### src/imhdk_pkg.sv
// Shared types and constants for the indexed min-heap with decrease-key.
// Used by the controller, the datapath, the top level and the checker.
package imhdk_pkg;

  localparam int ID_W   = 12;
  localparam int PRIO_W = 32;

  typedef enum logic [2:0] {
    ST_INSERTED  = 3'd0,
    ST_DECREASED = 3'd1,
    ST_IGNORED   = 3'd2,
    ST_FULL      = 3'd3,
    ST_PULLED    = 3'd4,
    ST_EMPTY     = 3'd5
  } status_t;

  typedef enum logic [3:0] {
    S_CLEAR,
    S_IDLE,
    S_DISPATCH,
    S_DEC_CHK,
    S_UP,
    S_UP_CMP,
    S_DOWN,
    S_DOWN_CMP,
    S_DONE
  } state_t;

  typedef struct packed {
    logic [ID_W-1:0]          id;
    logic signed [PRIO_W-1:0] prio;
  } heap_entry_t;

  typedef struct packed {
    logic    accept;
    logic    clr_step;
    logic    load_at;
    logic    rd_parent;
    logic    rd_child;
    logic    ins_new;
    logic    set_cur;
    logic    up_move;
    logic    down_move;
    logic    final_wr;
    logic    pull_take;
    logic    status_we;
    status_t status;
    logic    finish;
  } dp_cmd_t;

  typedef struct packed {
    logic func;
    logic oob;
    logic pos_valid;
    logic full;
    logic empty;
    logic last_one;
    logic not_lower;
    logic at_root;
    logic parent_greater;
    logic has_child;
    logic child_smaller;
    logic clr_done;
  } dp_sts_t;

endpackage

### src/imhdk_ctrl.sv
// Controller state machine of the indexed min-heap.
// Depends on imhdk_pkg for the state, command and status types.
module imhdk_ctrl (
  input  logic               clk,
  input  logic               rst_n,
  input  logic               start,
  input  imhdk_pkg::dp_sts_t sts,
  output imhdk_pkg::dp_cmd_t cmd,
  output logic               busy
);

  imhdk_pkg::state_t state_r, state_nxt;

  always_ff @(posedge clk) begin
    if (!rst_n) begin
      state_r <= imhdk_pkg::S_CLEAR;
    end else begin
      state_r <= state_nxt;
    end
  end

  always_comb begin
    state_nxt = state_r;
    unique case (state_r)
      imhdk_pkg::S_CLEAR: begin
        if (sts.clr_done) state_nxt = imhdk_pkg::S_IDLE;
      end
      imhdk_pkg::S_IDLE: begin
        if (start) state_nxt = imhdk_pkg::S_DISPATCH;
      end
      imhdk_pkg::S_DISPATCH: begin
        if (!sts.func) begin
          if (sts.oob) state_nxt = imhdk_pkg::S_DONE;
          else if (sts.pos_valid) state_nxt = imhdk_pkg::S_DEC_CHK;
          else if (sts.full) state_nxt = imhdk_pkg::S_DONE;
          else state_nxt = imhdk_pkg::S_UP;
        end else begin
          if (sts.empty || sts.last_one) state_nxt = imhdk_pkg::S_DONE;
          else state_nxt = imhdk_pkg::S_DOWN;
        end
      end
      imhdk_pkg::S_DEC_CHK: begin
        state_nxt = sts.not_lower ? imhdk_pkg::S_DONE : imhdk_pkg::S_UP;
      end
      imhdk_pkg::S_UP: begin
        state_nxt = sts.at_root ? imhdk_pkg::S_DONE : imhdk_pkg::S_UP_CMP;
      end
      imhdk_pkg::S_UP_CMP: begin
        state_nxt = sts.parent_greater ? imhdk_pkg::S_UP : imhdk_pkg::S_DONE;
      end
      imhdk_pkg::S_DOWN: begin
        state_nxt = sts.has_child ? imhdk_pkg::S_DOWN_CMP : imhdk_pkg::S_DONE;
      end
      imhdk_pkg::S_DOWN_CMP: begin
        state_nxt = sts.child_smaller ? imhdk_pkg::S_DOWN : imhdk_pkg::S_DONE;
      end
      imhdk_pkg::S_DONE: begin
        state_nxt = imhdk_pkg::S_IDLE;
      end
      default: state_nxt = imhdk_pkg::S_CLEAR;
    endcase
  end

  always_comb begin
    cmd        = '0;
    cmd.status = imhdk_pkg::ST_IGNORED;
    busy       = 1'b1;
    unique case (state_r)
      imhdk_pkg::S_CLEAR: begin
        cmd.clr_step = 1'b1;
      end
      imhdk_pkg::S_IDLE: begin
        busy       = 1'b0;
        cmd.accept = start;
      end
      imhdk_pkg::S_DISPATCH: begin
        cmd.status_we = 1'b1;
        if (!sts.func) begin
          if (sts.oob) begin
            cmd.status = imhdk_pkg::ST_IGNORED;
          end else if (sts.pos_valid) begin
            cmd.status_we = 1'b0;
            cmd.load_at   = 1'b1;
          end else if (sts.full) begin
            cmd.status = imhdk_pkg::ST_FULL;
          end else begin
            cmd.status  = imhdk_pkg::ST_INSERTED;
            cmd.ins_new = 1'b1;
          end
        end else begin
          if (sts.empty) begin
            cmd.status = imhdk_pkg::ST_EMPTY;
          end else begin
            cmd.status    = imhdk_pkg::ST_PULLED;
            cmd.pull_take = 1'b1;
          end
        end
      end
      imhdk_pkg::S_DEC_CHK: begin
        cmd.status_we = 1'b1;
        if (sts.not_lower) begin
          cmd.status = imhdk_pkg::ST_IGNORED;
        end else begin
          cmd.status  = imhdk_pkg::ST_DECREASED;
          cmd.set_cur = 1'b1;
        end
      end
      imhdk_pkg::S_UP: begin
        if (sts.at_root) cmd.final_wr = 1'b1;
        else cmd.rd_parent = 1'b1;
      end
      imhdk_pkg::S_UP_CMP: begin
        if (sts.parent_greater) cmd.up_move = 1'b1;
        else cmd.final_wr = 1'b1;
      end
      imhdk_pkg::S_DOWN: begin
        if (sts.has_child) cmd.rd_child = 1'b1;
        else cmd.final_wr = 1'b1;
      end
      imhdk_pkg::S_DOWN_CMP: begin
        if (sts.child_smaller) cmd.down_move = 1'b1;
        else cmd.final_wr = 1'b1;
      end
      imhdk_pkg::S_DONE: begin
        cmd.finish = 1'b1;
      end
      default: begin
        busy = 1'b1;
      end
    endcase
  end

endmodule

### config.mk
export PLATFORM = sky130hd
export DESIGN_NAME = imhdk_ctrl
export DESIGN_NICKNAME = d
export VERILOG_FILES = /design/src/imhdk_pkg.sv /design/src/imhdk_ctrl.sv
export SDC_FILE = /design/constraint.sdc
export NUM_CORES = 1
export LEC_CHECK = 0
export BUFFER_PORTS_ARGS = -buffer_cell sky130_fd_sc_hd__buf_2
export CORE_AREA = 5 5 42 44
export DETAILED_ROUTE_END_ITERATION = 10
export DIE_AREA = 0 0 47 49
export PLACE_DENSITY = 0.69
export SETUP_SLACK_MARGIN = 0.1
export SYNTH_ARGS = -nofsm -noshare
export SYNTH_HDL_FRONTEND = slang
export SYNTH_SLANG_ARGS = --single-unit
### constraint.sdc
create_clock -name clk -period 2.35 [get_ports clk]
set_clock_uncertainty 0.05 [all_clocks]
set_input_delay 0.235 -clock clk [delete_from_list [all_inputs] [get_ports clk]]
set_output_delay 0.235 -clock clk [all_outputs]
set_load 0.005 [all_outputs]
==> reports/results.tsv <==
metric	value	unit
outcome	finished clean	
total chip power	392.7	uW
Site Rows	14	
max-slew violations	0	
RSZ-0062 raised after global routing	no	
fillcell total	158	
Die Area	2303	sq um
first-pass GRT wire length	2553	microns
core area	1401	sq um
Synth top area share	16.98	%
worst skew pair latency	0.25	ns
Synth area leaders	dfxtp_1 (17%), nor2_1 (7.2%), nand2b_1 (6.6%)	
setup bufs post-CTS	0	
DRT iter0 DRCs	10	
Syn Nets	87	
count of flip-flops with a built-in enable after synthesis	0	
antenna-violating nets left	0	
Biggest register	state_r	
IO Count	32	
drt wl/cell	12.83	microns
Critical Path End Type	output port	
Largest regs	state_r (4)	
Layout Nets	119	
r2r setup slk	0.75	ns
DIE WIDTH	47	microns
Syn Area/Cell	6.551	sq um
Pre-antenna DRT Iters	4	
TritonCTS Buffers	3	
RR Startpoint	state_r[0]	
Critical Path RT	2.07	ns
vias in the first global route	587	
WP data arrival	1.75	ns
Post-Syn Area	471.7	sq um
fmax	491.7	MHz
predominant post-synthesis flop cell	dfxtp_1	
Synth-to-Final Area Change	38.20	%
CTS tree	yes	
Inserted Diodes	0	
H-Tree Depth	1	
cts hold-fix bufs	0	
GRT Total Usage	15.00	%
setup tns final	0	ns
DRC Markers	0	
GR Overflow Total	0	
CTS root buf	clkbuf_4	
Hold Crit Start	start	
kind of critical path	reg2out	
#FFs+latches synth	4	
initial antenna violation count	0	
max reg flops	4	
HP Class	in2reg	
total of max-cap violations	0	
ys async rst share	0	%
Critical Path Fanout Max	13	
Via density	5.407	
largest area contributor in the netlist	dfxtp_1	
final worst path period share	86.55	%
sequential-to-total area share from yosys stat	16.98	%
count of different cell masters after synthesis	29	
vias	638	
worst-case vdd ir drop	0.2628	mV
Reg clk slew, reported paths	0.04	ns
WHS	0.1721	ns
Slew @ Worst Pin	0.4194	ns
min cycle time layout	2.034	ns
post-DP HPWL	1214	microns
startpoint types	flip-flop	
Routed WL	1514	microns
Post-CTS Resized	0	
GPL Wtd Cong	0.9182	
Slew headroom	71.98	%
final hold vios	0	
most common cell after layout, fill and taps aside	buf_2	
share of cells above drive strength 1	35.29	%
clock sink count	4	
Die Span Y	49	microns
Critical path origin	state_r[0]	
Setup Viol. Count Final	0	
largest net degree at the start of global routing	14	
I/O Buffers	31	
initial core utilization	33.66	%
Syn Inst Count	72	
Syn. warnings	0	
Leak Pwr	0.0003453	uW
Longest Clk Path Bufs	2	
Pwr per Cell Area	602.4	nW/um^2
most frequent cells in the layout	buf_2 (31), nor2_1 (9), inv_1 (7), nand2_1 (7), nand2b_1 (5)	
[power breakdown]
group	switching [uW]	internal [uW]
Clock	33.1	57.4
Combinational	93.7	91.7
Sequential	35.3	81.7
[logic make-up after synthesis]
kind of cell / count (synthesis) / synth area share, %
compound gates: 12 / 17.77
mux: 2 / 6.896
buf+inv: 11 / 9.548
simple gates: 43 / 48.81
flops: 4 / 16.98
[cells in the mapped netlist, types with 2 or more instances]
cell type and instances:
nand2_1 7, a21oi_1 3, nor2b_1 2, nor2_1 9, inv_1 7, nand3_1 4
a31oi_1 2, and2_1 2, dfxtp_1 4, o21ai_0 2, nor4_1 2, nand2b_1 5
and3_1 2, buf_2 3, nor3_1 4
[final timing paths]
check                                   to  depth (start not counted)
worst min register to register  state_r[3]                          2
worst max-delay path                cmd[6]                          4
worst min-delay path            state_r[0]                          2
worst max register to register  state_r[3]                          3
[worst max-delay path, cell delays in order (launching register included)]
cell	delay, ns
dfxtp_2	0.45
mux4_2	0.52
or3b_1	0.37
inv_1	0.06
buf_2	0.10
[metrics by stage]
stage               instance area [sq um]  setup WS [ns]  utilization (%)  std cells
CTS                                 650.6         0.1619            46.43        118
finish                              651.9         0.3161            46.52        118
global placement                    628.1         0.4604            44.82        115
detailed placement                  628.1         0.4322            44.82        115
global route                        651.9         0.2273            46.52        118
floorplan                           471.7         0.7835                -         72
[layer usage]
layer	part of all wire, %	wire length [microns]	up-vias	track usage, %
li1	-	-	322	-
met1	39	583	288	17.14
met2	51	776	22	23.30
met3	7.7	116	6	6.642
met4	2.6	39	0	6.452
met5	0	0	-	0
[cell type report]
class	count	area [sq um]	area share, %
clock buffer	3	22.52	3.455
inverter	7	26.28	4.031
multi-input combinational	57	346.6	53.17
sequential	4	81.33	12.48
tap	16	20.02	3.071
timing repair buffer	31	155.1	23.80
Note: power is estimated with default switching activity, not from simulation.
